## src/rtl/core/minmod_slope_reconstruction_unit_macros.svh

```systemverilog
// Assertion macros shared by the minmod slope reconstruction RTL.
`ifndef MINMOD_SLOPE_RECONSTRUCTION_UNIT_MACROS_SVH
`define MINMOD_SLOPE_RECONSTRUCTION_UNIT_MACROS_SVH

`ifndef SYNTHESIS

`define MSRU_ASSERT_ALWAYS(lbl, clk, rst_n, cond) \
    lbl: assert property (@(posedge clk) disable iff (!rst_n) (cond)) \
        else $error("assertion failed: condition does not hold");

`define MSRU_ASSERT_NEXT(lbl, clk, rst_n, ante, cons) \
    lbl: assert property (@(posedge clk) disable iff (!rst_n) (ante) |=> (cons)) \
        else $error("assertion failed: consequence missing in next cycle");

`else

`define MSRU_ASSERT_ALWAYS(lbl, clk, rst_n, cond)

`define MSRU_ASSERT_NEXT(lbl, clk, rst_n, ante, cons)

`endif

`endif

```

## src/rtl/core/msru_pkg.sv

```systemverilog
// Types and constants of the minmod slope reconstruction unit.
package msru_pkg;

    localparam logic signed [31:0] SAT_MAX   = 32'sh7FFF_FFFF;
    localparam logic signed [31:0] SAT_MIN   = 32'sh8000_0000;
    localparam logic        [31:0] SAT_MAX_U = 32'h7FFF_FFFF;
    localparam logic        [33:0] OFF_CAP   = 34'h2_0000_0000;
    localparam logic        [63:0] ROOT_BIT0 = 64'h4000_0000_0000_0000;

    typedef struct packed {
        logic signed [31:0] density;
        logic signed [31:0] pressure;
        logic signed [31:0] velocity;
        logic signed [31:0] left_edge;
        logic signed [31:0] right_edge;
        logic               frame_end;
    } t_item;

    typedef struct packed {
        logic signed [31:0] left_face_density;
        logic signed [31:0] left_face_pressure;
        logic signed [31:0] left_face_velocity;
        logic signed [31:0] right_face_density;
        logic signed [31:0] right_face_pressure;
        logic signed [31:0] right_face_velocity;
        logic               grid_done;
    } t_result;

    typedef enum logic [2:0] {
        S_IDLE,
        S_CV_SQ,
        S_CV_ROOT,
        S_CV_DIV,
        S_SL_DIV,
        S_LIM_MUL,
        S_DONE
    } t_state;

endpackage

```

## src/rtl/core/msru_div.sv

```systemverilog
// Bit-serial restoring divider, one quotient bit per cycle.
module msru_div #(
    parameter int DW = 50,
    parameter int VW = 34
) (
    input  logic          i_clk,
    input  logic          i_rst_n,
    input  logic          i_start,
    input  logic [DW-1:0] i_dividend,
    input  logic [VW-1:0] i_divisor,
    output logic          o_done,
    output logic [DW-1:0] o_quotient
);
    localparam int CW = $clog2(DW);

    logic          r_busy, n_busy;
    logic          r_done, n_done;
    logic [CW-1:0] r_cnt, n_cnt;
    logic [DW-1:0] r_quo, n_quo;
    logic [VW-1:0] r_rem, n_rem;
    logic [VW-1:0] r_dvs, n_dvs;
    logic [VW:0]   trial;
    logic [VW:0]   diff;
    logic          ge;

    always_comb begin
        trial  = {r_rem, r_quo[DW-1]};
        diff   = trial - {1'b0, r_dvs};
        ge     = (trial >= {1'b0, r_dvs});
        n_busy = r_busy;
        n_done = 1'b0;
        n_cnt  = r_cnt;
        n_quo  = r_quo;
        n_rem  = r_rem;
        n_dvs  = r_dvs;
        if (i_start) begin
            n_busy = 1'b1;
            n_cnt  = '0;
            n_quo  = i_dividend;
            n_rem  = '0;
            n_dvs  = i_divisor;
        end else if (r_busy) begin
            n_rem = ge ? diff[VW-1:0] : trial[VW-1:0];
            n_quo = {r_quo[DW-2:0], ge};
            if (r_cnt == CW'(DW - 1)) begin
                n_busy = 1'b0;
                n_done = 1'b1;
            end else begin
                n_cnt = r_cnt + CW'(1);
            end
        end
    end

    always_ff @(posedge i_clk) begin
        if (!i_rst_n) begin
            r_busy <= 1'b0;
            r_done <= 1'b0;
        end else begin
            r_busy <= n_busy;
            r_done <= n_done;
        end
        r_cnt <= n_cnt;
        r_quo <= n_quo;
        r_rem <= n_rem;
        r_dvs <= n_dvs;
    end

    assign o_done     = r_done;
    assign o_quotient = r_quo;

endmodule

```

## src/rtl/core/msru_mul.sv

```systemverilog
// Bit-serial shift-add multiplier, one multiplier bit per cycle.
module msru_mul #(
    parameter int AW = 50,
    parameter int BW = 33
) (
    input  logic             i_clk,
    input  logic             i_rst_n,
    input  logic             i_start,
    input  logic [AW-1:0]    i_a,
    input  logic [BW-1:0]    i_b,
    output logic             o_done,
    output logic [AW+BW-1:0] o_product
);
    localparam int PW = AW + BW;
    localparam int CW = $clog2(BW);

    logic          r_busy, n_busy;
    logic          r_done, n_done;
    logic [CW-1:0] r_cnt, n_cnt;
    logic [PW-1:0] r_acc, n_acc;
    logic [AW-1:0] r_a, n_a;
    logic [BW-1:0] r_b, n_b;
    logic [AW:0]   sum;

    always_comb begin
        sum    = {1'b0, r_acc[PW-1 -: AW]} + (r_b[0] ? {1'b0, r_a} : '0);
        n_busy = r_busy;
        n_done = 1'b0;
        n_cnt  = r_cnt;
        n_acc  = r_acc;
        n_a    = r_a;
        n_b    = r_b;
        if (i_start) begin
            n_busy = 1'b1;
            n_cnt  = '0;
            n_acc  = '0;
            n_a    = i_a;
            n_b    = i_b;
        end else if (r_busy) begin
            n_acc = {sum, r_acc[BW-1:1]};
            n_b   = r_b >> 1;
            if (r_cnt == CW'(BW - 1)) begin
                n_busy = 1'b0;
                n_done = 1'b1;
            end else begin
                n_cnt = r_cnt + CW'(1);
            end
        end
    end

    always_ff @(posedge i_clk) begin
        if (!i_rst_n) begin
            r_busy <= 1'b0;
            r_done <= 1'b0;
        end else begin
            r_busy <= n_busy;
            r_done <= n_done;
        end
        r_cnt <= n_cnt;
        r_acc <= n_acc;
        r_a   <= n_a;
        r_b   <= n_b;
    end

    assign o_done    = r_done;
    assign o_product = r_acc;

endmodule

```

## src/rtl/core/minmod_slope_reconstruction_unit.sv

```systemverilog
// Top level of the minmod slope reconstruction unit on a non-uniform 1D grid.
//
//   channel  | signals                              | direction
//   ---------+--------------------------------------+----------
//   cells    | i_in_valid, o_in_ready, i_in_data    | in
//   faces    | o_out_valid, i_out_ready, o_out_data | out
//   config   | i_cfg_wr_en, i_cfg_wr_data           | in
//
// A cell that only fills the window is taken in without starting a computation. A cell that
// completes a window runs nine passes of the bit-serial divider and three of the bit-serial
// multiplier; a slope with zero difference or zero spacing skips its division. Relativistic
// mode adds the square, root and division of each velocity conversion. Reset is synchronous
// and clears the control state and the window. A finished result waits in the output
// register while the next cell is taken in.
`include "minmod_slope_reconstruction_unit_macros.svh"

module minmod_slope_reconstruction_unit #(
    parameter int FRAC_BITS = 16
) (
    input  logic              i_clk,
    input  logic              i_rst_n,
    input  logic              i_cfg_wr_en,
    input  logic              i_cfg_wr_data,
    input  logic              i_in_valid,
    output logic              o_in_ready,
    input  msru_pkg::t_item   i_in_data,
    output logic              o_out_valid,
    input  logic              i_out_ready,
    output msru_pkg::t_result o_out_data
);
    import msru_pkg::*;

    localparam int QW = FRAC_BITS + 34;
    localparam int VW = 34;
    localparam int BW = 33;
    localparam int PW = QW + BW;
    localparam logic [31:0]   ONE      = 32'd1 << FRAC_BITS;
    localparam logic [63:0]   ONE_SQ   = 64'd1 << (2 * FRAC_BITS);
    localparam logic [PW-1:0] PROD_CAP = {{(PW-1){1'b0}}, 1'b1} << (33 + FRAC_BITS);

    t_state             r_state, n_state;
    logic               r_issued, n_issued;
    logic [1:0]         r_fill, n_fill;
    logic               r_rel, n_rel;
    logic               r_last, n_last;
    logic signed [31:0] r_win_d [2], n_win_d [2];
    logic signed [31:0] r_win_p [2], n_win_p [2];
    logic signed [31:0] r_win_v [2], n_win_v [2];
    logic signed [31:0] r_win_le [2], n_win_le [2];
    logic signed [31:0] r_win_re [2], n_win_re [2];
    logic signed [31:0] r_val [3][3], n_val [3][3];
    logic signed [31:0] r_edge [4], n_edge [4];
    logic [1:0]         r_var, n_var;
    logic [1:0]         r_j, n_j;
    logic [1:0]         r_cv_idx, n_cv_idx;
    logic               r_cv_back, n_cv_back;
    logic [31:0]        r_cv_m, n_cv_m;
    logic               r_cv_neg, n_cv_neg;
    logic [63:0]        r_sq_x, n_sq_x;
    logic [63:0]        r_sq_res, n_sq_res;
    logic [63:0]        r_sq_bit, n_sq_bit;
    logic [QW-1:0]      r_sl_mag [3], n_sl_mag [3];
    logic               r_sl_neg [3], n_sl_neg [3];
    logic               r_pend_neg, n_pend_neg;
    logic               r_off_neg, n_off_neg;
    logic signed [31:0] r_lf [3], n_lf [3];
    logic signed [31:0] r_rf [3], n_rf [3];
    t_result            r_out, n_out;
    logic               r_out_valid, n_out_valid;

    logic               in_acc;
    logic               out_acc;
    logic               div_start, div_done;
    logic [QW-1:0]      div_dnd, div_quo;
    logic [VW-1:0]      div_dvs;
    logic               mul_start, mul_done;
    logic [QW-1:0]      mul_a;
    logic [BW-1:0]      mul_b;
    logic [PW-1:0]      mul_prod;
    logic signed [31:0] cv_src;
    logic [31:0]        cv_mag;
    logic               cv_wr;
    logic signed [31:0] cv_res;
    logic signed [31:0] qc;
    logic [63:0]        sq_try;
    logic signed [34:0] sl_num, sl_den;
    logic [34:0]        num_mag, den_mag;
    logic               sl_next;
    logic               lim_ok;
    logic [QW-1:0]      lim_mag;
    logic signed [32:0] w;
    logic [BW-1:0]      w_mag;
    logic [33:0]        off_mag;
    logic signed [35:0] off_s, sum_l, sum_r, c_ext;

    function automatic logic signed [31:0] sat32(input logic signed [35:0] x);
        logic signed [31:0] y;
        if (x > 36'(SAT_MAX)) begin
            y = SAT_MAX;
        end else if (x < 36'(SAT_MIN)) begin
            y = SAT_MIN;
        end else begin
            y = x[31:0];
        end
        return y;
    endfunction

    assign in_acc  = i_in_valid && o_in_ready;
    assign out_acc = r_out_valid && i_out_ready;

    always_comb begin
        cv_src = r_cv_back ? (r_cv_idx[0] ? r_rf[2] : r_lf[2]) : r_val[2][r_cv_idx];
        cv_mag = cv_src[31] ? (32'd0 - cv_src) : cv_src;
        sq_try = r_sq_res + r_sq_bit;

        case (r_j)
            2'd0: begin
                sl_num = 35'(r_val[0][1]) - 35'(r_val[0][0]);
                sl_den = 35'(r_edge[2]) - 35'(r_edge[0]);
            end
            2'd1: begin
                sl_num = 35'(r_val[0][2]) - 35'(r_val[0][1]);
                sl_den = 35'(r_edge[3]) - 35'(r_edge[1]);
            end
            default: begin
                sl_num = 35'(r_val[0][2]) - 35'(r_val[0][0]);
                sl_den = 35'(r_edge[3]) + 35'(r_edge[2]) - 35'(r_edge[0]) - 35'(r_edge[1]);
            end
        endcase
        num_mag = sl_num[34] ? 35'(-sl_num) : 35'(sl_num);
        den_mag = sl_den[34] ? 35'(-sl_den) : 35'(sl_den);

        lim_ok  = !(r_sl_mag[0] != '0 && r_sl_mag[1] != '0 && r_sl_neg[0] != r_sl_neg[1]);
        lim_mag = r_sl_mag[0];
        if (r_sl_mag[1] < lim_mag) begin
            lim_mag = r_sl_mag[1];
        end
        if (r_sl_mag[2] < lim_mag) begin
            lim_mag = r_sl_mag[2];
        end
        if (!lim_ok) begin
            lim_mag = '0;
        end
        w     = 33'(r_edge[2]) - 33'(r_edge[1]);
        w_mag = w[32] ? BW'(-w) : BW'(w);

        off_mag = (mul_prod >= PROD_CAP) ? OFF_CAP : 34'(mul_prod >> (FRAC_BITS + 1));
        off_s   = r_off_neg ? -36'(off_mag) : 36'(off_mag);
        c_ext   = 36'(r_val[0][1]);
        sum_l   = c_ext - off_s;
        sum_r   = c_ext + off_s;

        qc = (div_quo > QW'(SAT_MAX_U)) ? SAT_MAX : div_quo[31:0];

        div_dnd = (r_state == S_SL_DIV) ? (QW'(num_mag) << (FRAC_BITS + 1))
                                        : (QW'(r_cv_m) << FRAC_BITS);
        div_dvs = (r_state == S_SL_DIV) ? den_mag[VW-1:0] : r_sq_res[VW-1:0];
        mul_a   = (r_state == S_LIM_MUL) ? lim_mag : QW'(cv_mag);
        mul_b   = (r_state == S_LIM_MUL) ? w_mag : BW'(cv_mag);
    end

    always_comb begin
        n_state     = r_state;
        n_issued    = r_issued;
        n_fill      = r_fill;
        n_rel       = r_rel;
        n_last      = r_last;
        n_win_d     = r_win_d;
        n_win_p     = r_win_p;
        n_win_v     = r_win_v;
        n_win_le    = r_win_le;
        n_win_re    = r_win_re;
        n_val       = r_val;
        n_edge      = r_edge;
        n_var       = r_var;
        n_j         = r_j;
        n_cv_idx    = r_cv_idx;
        n_cv_back   = r_cv_back;
        n_cv_m      = r_cv_m;
        n_cv_neg    = r_cv_neg;
        n_sq_x      = r_sq_x;
        n_sq_res    = r_sq_res;
        n_sq_bit    = r_sq_bit;
        n_sl_mag    = r_sl_mag;
        n_sl_neg    = r_sl_neg;
        n_pend_neg  = r_pend_neg;
        n_off_neg   = r_off_neg;
        n_lf        = r_lf;
        n_rf        = r_rf;
        n_out       = r_out;
        n_out_valid = r_out_valid;
        div_start   = 1'b0;
        mul_start   = 1'b0;
        cv_wr       = 1'b0;
        cv_res      = '0;
        sl_next     = 1'b0;
        o_in_ready  = (r_state == S_IDLE);

        if (i_cfg_wr_en) begin
            n_rel = i_cfg_wr_data;
        end
        if (out_acc) begin
            n_out_valid = 1'b0;
        end

        case (r_state)
            S_IDLE: begin
                if (in_acc) begin
                    n_val[0][0] = r_win_d[0];
                    n_val[0][1] = r_win_d[1];
                    n_val[0][2] = i_in_data.density;
                    n_val[1][0] = r_win_p[0];
                    n_val[1][1] = r_win_p[1];
                    n_val[1][2] = i_in_data.pressure;
                    n_val[2][0] = r_win_v[0];
                    n_val[2][1] = r_win_v[1];
                    n_val[2][2] = i_in_data.velocity;
                    n_edge[0]   = r_win_le[0];
                    n_edge[1]   = r_win_le[1];
                    n_edge[2]   = r_win_re[1];
                    n_edge[3]   = i_in_data.right_edge;
                    n_last      = i_in_data.frame_end;
                    n_win_d     = '{r_win_d[1], i_in_data.density};
                    n_win_p     = '{r_win_p[1], i_in_data.pressure};
                    n_win_v     = '{r_win_v[1], i_in_data.velocity};
                    n_win_le    = '{r_win_le[1], i_in_data.left_edge};
                    n_win_re    = '{r_win_re[1], i_in_data.right_edge};
                    if (i_in_data.frame_end) begin
                        n_fill = 2'd0;
                    end else if (r_fill != 2'd2) begin
                        n_fill = r_fill + 2'd1;
                    end
                    if (r_fill == 2'd2) begin
                        n_var     = 2'd0;
                        n_j       = 2'd0;
                        n_cv_idx  = 2'd0;
                        n_cv_back = 1'b0;
                        n_issued  = 1'b0;
                        n_state   = r_rel ? S_CV_SQ : S_SL_DIV;
                    end
                end
            end
            S_CV_SQ: begin
                if (!r_issued) begin
                    n_cv_m   = cv_mag;
                    n_cv_neg = cv_src[31];
                    if (!r_cv_back && cv_mag >= ONE) begin
                        cv_wr  = 1'b1;
                        cv_res = cv_src[31] ? -SAT_MAX : SAT_MAX;
                    end else begin
                        mul_start = 1'b1;
                        n_issued  = 1'b1;
                    end
                end else if (mul_done) begin
                    n_sq_x   = r_cv_back ? (ONE_SQ + mul_prod[63:0]) : (ONE_SQ - mul_prod[63:0]);
                    n_sq_res = '0;
                    n_sq_bit = ROOT_BIT0;
                    n_issued = 1'b0;
                    n_state  = S_CV_ROOT;
                end
            end
            S_CV_ROOT: begin
                if (r_sq_bit == '0) begin
                    if (r_sq_res == '0) begin
                        cv_wr  = 1'b1;
                        cv_res = r_cv_back ? '0 : (r_cv_neg ? -SAT_MAX : SAT_MAX);
                    end else begin
                        n_state = S_CV_DIV;
                    end
                end else begin
                    if (r_sq_x >= sq_try) begin
                        n_sq_x   = r_sq_x - sq_try;
                        n_sq_res = (r_sq_res >> 1) + r_sq_bit;
                    end else begin
                        n_sq_res = r_sq_res >> 1;
                    end
                    n_sq_bit = r_sq_bit >> 2;
                end
            end
            S_CV_DIV: begin
                if (!r_issued) begin
                    div_start = 1'b1;
                    n_issued  = 1'b1;
                end else if (div_done) begin
                    cv_wr = 1'b1;
                    if (r_cv_back) begin
                        cv_res = r_cv_neg ? -div_quo[31:0] : div_quo[31:0];
                    end else begin
                        cv_res = r_cv_neg ? -qc : qc;
                    end
                end
            end
            S_SL_DIV: begin
                if (!r_issued) begin
                    if (sl_num == '0 || sl_den == '0) begin
                        n_sl_mag[r_j] = '0;
                        n_sl_neg[r_j] = 1'b0;
                        sl_next       = 1'b1;
                    end else begin
                        div_start  = 1'b1;
                        n_issued   = 1'b1;
                        n_pend_neg = sl_num[34] ^ sl_den[34];
                    end
                end else if (div_done) begin
                    n_sl_mag[r_j] = div_quo;
                    n_sl_neg[r_j] = r_pend_neg && (div_quo != '0);
                    n_issued      = 1'b0;
                    sl_next       = 1'b1;
                end
                if (sl_next) begin
                    if (r_j == 2'd2) begin
                        n_j     = 2'd0;
                        n_state = S_LIM_MUL;
                    end else begin
                        n_j = r_j + 2'd1;
                    end
                end
            end
            S_LIM_MUL: begin
                if (!r_issued) begin
                    mul_start = 1'b1;
                    n_issued  = 1'b1;
                    n_off_neg = (r_sl_neg[0] && (lim_mag != '0)) != w[32];
                end else if (mul_done) begin
                    n_lf     = '{r_lf[1], r_lf[2], sat32(sum_l)};
                    n_rf     = '{r_rf[1], r_rf[2], sat32(sum_r)};
                    n_val    = '{r_val[1], r_val[2], r_val[0]};
                    n_issued = 1'b0;
                    if (r_var == 2'd2) begin
                        n_var     = 2'd0;
                        n_cv_idx  = 2'd0;
                        n_cv_back = 1'b1;
                        n_state   = r_rel ? S_CV_SQ : S_DONE;
                    end else begin
                        n_var   = r_var + 2'd1;
                        n_state = S_SL_DIV;
                    end
                end
            end
            S_DONE: begin
                if (!r_out_valid || out_acc) begin
                    n_out.left_face_density   = r_lf[0];
                    n_out.left_face_pressure  = r_lf[1];
                    n_out.left_face_velocity  = r_lf[2];
                    n_out.right_face_density  = r_rf[0];
                    n_out.right_face_pressure = r_rf[1];
                    n_out.right_face_velocity = r_rf[2];
                    n_out.grid_done           = r_last;
                    n_out_valid               = 1'b1;
                    n_state                   = S_IDLE;
                end
            end
            default: begin
                n_state = S_IDLE;
            end
        endcase

        if (cv_wr) begin
            if (r_cv_back) begin
                if (r_cv_idx[0]) begin
                    n_rf[2] = cv_res;
                end else begin
                    n_lf[2] = cv_res;
                end
            end else begin
                n_val[2][r_cv_idx] = cv_res;
            end
            n_issued = 1'b0;
            if (r_cv_idx == (r_cv_back ? 2'd1 : 2'd2)) begin
                n_cv_idx = 2'd0;
                n_state  = r_cv_back ? S_DONE : S_SL_DIV;
            end else begin
                n_cv_idx = r_cv_idx + 2'd1;
                n_state  = S_CV_SQ;
            end
        end
    end

    always_ff @(posedge i_clk) begin
        if (!i_rst_n) begin
            r_state     <= S_IDLE;
            r_issued    <= 1'b0;
            r_fill      <= 2'd0;
            r_rel       <= 1'b0;
            r_out_valid <= 1'b0;
            r_win_d     <= '{default: '0};
            r_win_p     <= '{default: '0};
            r_win_v     <= '{default: '0};
            r_win_le    <= '{default: '0};
            r_win_re    <= '{default: '0};
        end else begin
            r_state     <= n_state;
            r_issued    <= n_issued;
            r_fill      <= n_fill;
            r_rel       <= n_rel;
            r_out_valid <= n_out_valid;
            r_win_d     <= n_win_d;
            r_win_p     <= n_win_p;
            r_win_v     <= n_win_v;
            r_win_le    <= n_win_le;
            r_win_re    <= n_win_re;
        end
        r_last     <= n_last;
        r_val      <= n_val;
        r_edge     <= n_edge;
        r_var      <= n_var;
        r_j        <= n_j;
        r_cv_idx   <= n_cv_idx;
        r_cv_back  <= n_cv_back;
        r_cv_m     <= n_cv_m;
        r_cv_neg   <= n_cv_neg;
        r_sq_x     <= n_sq_x;
        r_sq_res   <= n_sq_res;
        r_sq_bit   <= n_sq_bit;
        r_sl_mag   <= n_sl_mag;
        r_sl_neg   <= n_sl_neg;
        r_pend_neg <= n_pend_neg;
        r_off_neg  <= n_off_neg;
        r_lf       <= n_lf;
        r_rf       <= n_rf;
        r_out      <= n_out;
    end

    msru_div #(
        .DW (QW),
        .VW (VW)
    ) u_div (
        .i_clk      (i_clk),
        .i_rst_n    (i_rst_n),
        .i_start    (div_start),
        .i_dividend (div_dnd),
        .i_divisor  (div_dvs),
        .o_done     (div_done),
        .o_quotient (div_quo)
    );

    msru_mul #(
        .AW (QW),
        .BW (BW)
    ) u_mul (
        .i_clk     (i_clk),
        .i_rst_n   (i_rst_n),
        .i_start   (mul_start),
        .i_a       (mul_a),
        .i_b       (mul_b),
        .o_done    (mul_done),
        .o_product (mul_prod)
    );

    assign o_out_valid = r_out_valid;
    assign o_out_data  = r_out;

    `MSRU_ASSERT_ALWAYS(a_fill_range, i_clk, i_rst_n, r_fill != 2'd3)
    `MSRU_ASSERT_NEXT(a_frame_end_clears, i_clk, i_rst_n, in_acc && i_in_data.frame_end, r_fill == 2'd0)
    `MSRU_ASSERT_NEXT(a_full_window_works, i_clk, i_rst_n, in_acc && r_fill == 2'd2, r_state != S_IDLE)
    `MSRU_ASSERT_NEXT(a_done_waits, i_clk, i_rst_n, r_state == S_DONE && r_out_valid && !i_out_ready, r_state == S_DONE && $stable(r_out))

endmodule
```

## config.mk

```make
export PLATFORM = sky130hd
export DESIGN_NAME = minmod_slope_reconstruction_unit
export DESIGN_NICKNAME = d
export VERILOG_FILES = /design/src/rtl/core/msru_pkg.sv /design/src/rtl/core/msru_div.sv /design/src/rtl/core/msru_mul.sv /design/src/rtl/core/minmod_slope_reconstruction_unit.sv
export VERILOG_INCLUDE_DIRS = /design/src /design/src/rtl/core
export SDC_FILE = /design/constraint.sdc
export NUM_CORES = 2
export LEC_CHECK = 0
export BUFFER_PORTS_ARGS = -buffer_cell sky130_fd_sc_hd__clkbuf_2
export CORE_MARGIN = 4
export CORE_UTILIZATION = 34
export DETAILED_ROUTE_END_ITERATION = 8
export MAX_ROUTING_LAYER = met4
export PLACE_DENSITY = 0.48
export SKIP_CTS_REPAIR_TIMING = 1
export SYNTH_ARGS = -nofsm -noshare
export SYNTH_HDL_FRONTEND = slang
export SYNTH_SLANG_ARGS = --single-unit
```

## constraint.sdc

```tcl
create_clock -name i_clk -period 30.6 [get_ports i_clk]
set_input_delay 4.59 -clock i_clk [delete_from_list [all_inputs] [get_ports i_clk]]
set_output_delay 4.59 -clock i_clk [all_outputs]
set_load 0.005 [all_outputs]
```

==> results by group <==
Run status
  • Outcome: completed

Timing
  • TNS Setup: 0 ps
  • Slew HR: 5.00%
  • Final min period: 9170 ps
  • Final hold vios: 0
  • Hold Slack: 402 ps
  • RSZ-0062 raised after global routing: false
  • Worst-Margin Slew: 1410 ps
  • Final Max Tran Viols: 0
  • Final setup fails: 0
  • Clk_skew: 98.6 ps
  • Fin crit share: 30.0%
  • Setup WS post-layout: 21,430 ps
  • Max Freq: 109 MHz

Synth
  • Proportion of synthesized area in mux cells: 2.58%
  • Synth Area in Compound Gates: 19.4%
  • Top-area cell type share of the netlist area: 32.6%
  • Post-synth EDFFs: 1,163
  • Ys flop type: edfxtp_1
  • Synth cell types: 118
  • Syn Nets: 12,393
  • Synth Area in Adders: 8.56%
  • Most numerous cell in the Yosys netlist: nand2_1
  • Synth Area in Simple Gates: 16.4%
  • Ranking of synthesized cells by area: edfxtp_1 33%, dfxtp_1 11%, ha_1 7.2%
  • Post-Syn Instances: 11,538
  • Seq cells post-synth: 1,752
  • Main combinational cell family by area after synthesis: compound AO/OA/AOI/OAI gates
  • Synth Area per Inst: 9.28 µm²
  • Async SR Flop Fraction: 0%
  • Register area share after synthesis: 43.6%
  • Synth Warn #: 0
  • Post-synth top cells: 1,602 x nand2_1, 1,163 x edfxtp_1, 1,039 x a21oi_1
  • Largest area contributor in the netlist: edfxtp_1
  • Post-synthesis xor/xnor area fraction: 5.36%
  • Synthesized cell area: 107,000 µm²

Critical path
  • CP top delay family: compound AO/OA/AOI/OAI gates
  • Kind of critical path: register to register
  • Startpoint types: register
  • CP max FO: 29
  • CP max-delay cell: a2111oi_0
  • Arrival @ worst endpoint: 9920 ps
  • CP bufs+invs: 3
  • CP Capture Type: register
  • CP max stage delay: 1050 ps
  • WP data required: 31,360 ps

Detailed routing
  • Starting DRT DRC Count: 9,407
  • Antenna Violating Nets Remaining: 0
  • First-pass iteration count of the detailed router: 6
  • DR WL/cell: 25.7 µm
  • Vias/cell: 5.70
  • Via count: 90,663
  • Final wirelength: 409,000 µm
  • DRC: 0

CTS
  • CTS tree: built
  • CTS Buffer Depth: 4
  • H-tree Lvls: 4
  • Clock-pin slew on the worst setup and hold paths: 60 ps
  • CTS buffer count: 207
  • Clock sink count: 1,752
  • CTS root buf: clkbuf_16
  • Later-pin clock latency in the skew report: 920 ps

GRT
  • Vias in the first global route: 86,196
  • First-pass GRT wire length: 593,000 µm
  • Congestion Overflow GR: 0
  • Total global-route track usage: 24.9%
  • Largest net degree at the start of global routing: 153
  • Initial antenna violation count: 62

Floorplanning
  • Core area: 313,000 µm²
  • Die area: 324,000 µm²
  • # rows: 205
  • IO Pins: 362
  • Starting Density: 34.3%
  • DIE HEIGHT: 569 µm
  • Die Wd: 569 µm

Place
  • PortBufs: 361
  • Placed cells: 15,509
  • Hpwl dp: 307,000 µm
  • DP Worst Slack: 20,750 ps
  • Routability cong.: 0.960

Worst hold path
  • Worst hold path class: register to register

Layout
  • Fillers: 31,251
  • Layout area overhead: 11.7%
  • Non-filler instance count after layout: 15,903
  • Share of cells above drive strength 1: 8.83%
  • Nets@finish: 12,433

Power and ir drop
  • Worst VDD drop: 0.0700 mV
  • Pwr Total: 15.5 mW
  • Leakage power: 46.6 nW
  • Pwr dens: 129 nW/µm²

Flow run
  • Max_cap viols: 0
[cells by family (layout without fill, tap and decap cells)]
family / after synthesis / after routing
fa+ha+maj: 688 / 688
flops: 1752 / 1752
buf+inv: 1102 / 1318
compound gates: 3186 / 3186
xor+xnor: 653 / 653
other cells: 0 / 9
simple gates: 3892 / 3892
mux: 265 / 265
[worst paths after layout]
kind	startpoint	to	slack, ps	cells past startpoint
setup / recovery	u_mul.o_product[57]	r_rf[12]	21430	26
hold / removal	r_win_re[13]	r_edge[45]	400	0
setup reg to reg	u_mul.o_product[57]	r_rf[12]	21430	26
hold reg to reg	r_win_re[13]	r_edge[45]	400	0
[worst reg2reg max path, delay by kind of cell (launching register included)]
family          cells  cell delay, ps
buf+inv             3             440
compound gates     12            4350
flops               1             400
xor+xnor            1             160
fa+ha+maj           2             740
simple gates        8            3030
[through the flow]
stage | utilization [%] | instance area [µm²]
6_report | 38.3 | 120000
5_1_grt | 38.3 | 120000
4_1_cts | 38.3 | 120000
3_5_place_dp | 36.1 | 113000
3_3_place_gp | 36.1 | 113000
2_1_floorplan | - | 107000
[layout by cell type, fill, tap and decap left out, types with 88 or more instances in the layout]
cell / synthesis / layout
o21ai_0: 559 / 559
edfxtp_1: 1163 / 1163
nor4_1: 129 / 128
xnor2_1: 344 / 342
dfxtp_1: 589 / 587
nor3_1: 236 / 231
and3_1: 113 / 112
nand4_1: 123 / 123
xor2_1: 307 / 307
clkbuf_2: 2 / 361
inv_1: 434 / 428
a211oi_1: 127 / 127
o21bai_1: 91 / 88
nor2b_1: 100 / 99
ha_1: 613 / 611
a31oi_1: 150 / 150
mux2i_1: 192 / 191
clkbuf_16: 0 / 209
nand2b_1: 98 / 98
nor2_1: 1026 / 1016
and2_1: 95 / 95
a21o_1: 227 / 227
a22o_1: 217 / 217
buf_4: 2 / 130
a21oi_1: 1039 / 1037
nand3_1: 148 / 146
nand2_1: 1602 / 1601
[report_power, final]
part	total (mW)	internal (mW)	switching [mW]	leakage (nW)
Clock	2.50	1.45	1.06	3.30
Combinational	9.10	3.11	5.99	27.5
Sequential	3.88	3.27	0.617	15.8
Total	15.5	7.82	7.67	46.6
[registers in the layout, indices dropped and copies added (netlist names), 83 cells and up]
name,cells
r_sl_mag,150
o_out_data,193
r_lf,96
r_val,256
r_edge,128
u_mul.o_product,83
r_rf,96
[cell type report]
type,instances,area [µm²],share of cell area [%]
antenna,9,22.5,0.0188
inverter,439,1680,1.41
sequential,1752,46700,39.1
tap,4140,5180,4.33
clock buffer,271,5670,4.74
clock inverter,114,1110,0.927
timing repair buffer,494,2840,2.38
multi-input combinational,8684,56400,47.1
[routing by layer]
metal,wire length (µm),vias to the layer above,global-route usage (%),share of wire (%)
met5,0,-,-,0
met4,12200,0,6.74,3.0
met3,26800,544,3.02,6.5
met2,182000,3303,37.9,44
met1,188000,44689,35.1,46
li1,-,42127,-,-
No activity file was read; power rests on OpenSTA's default activity.
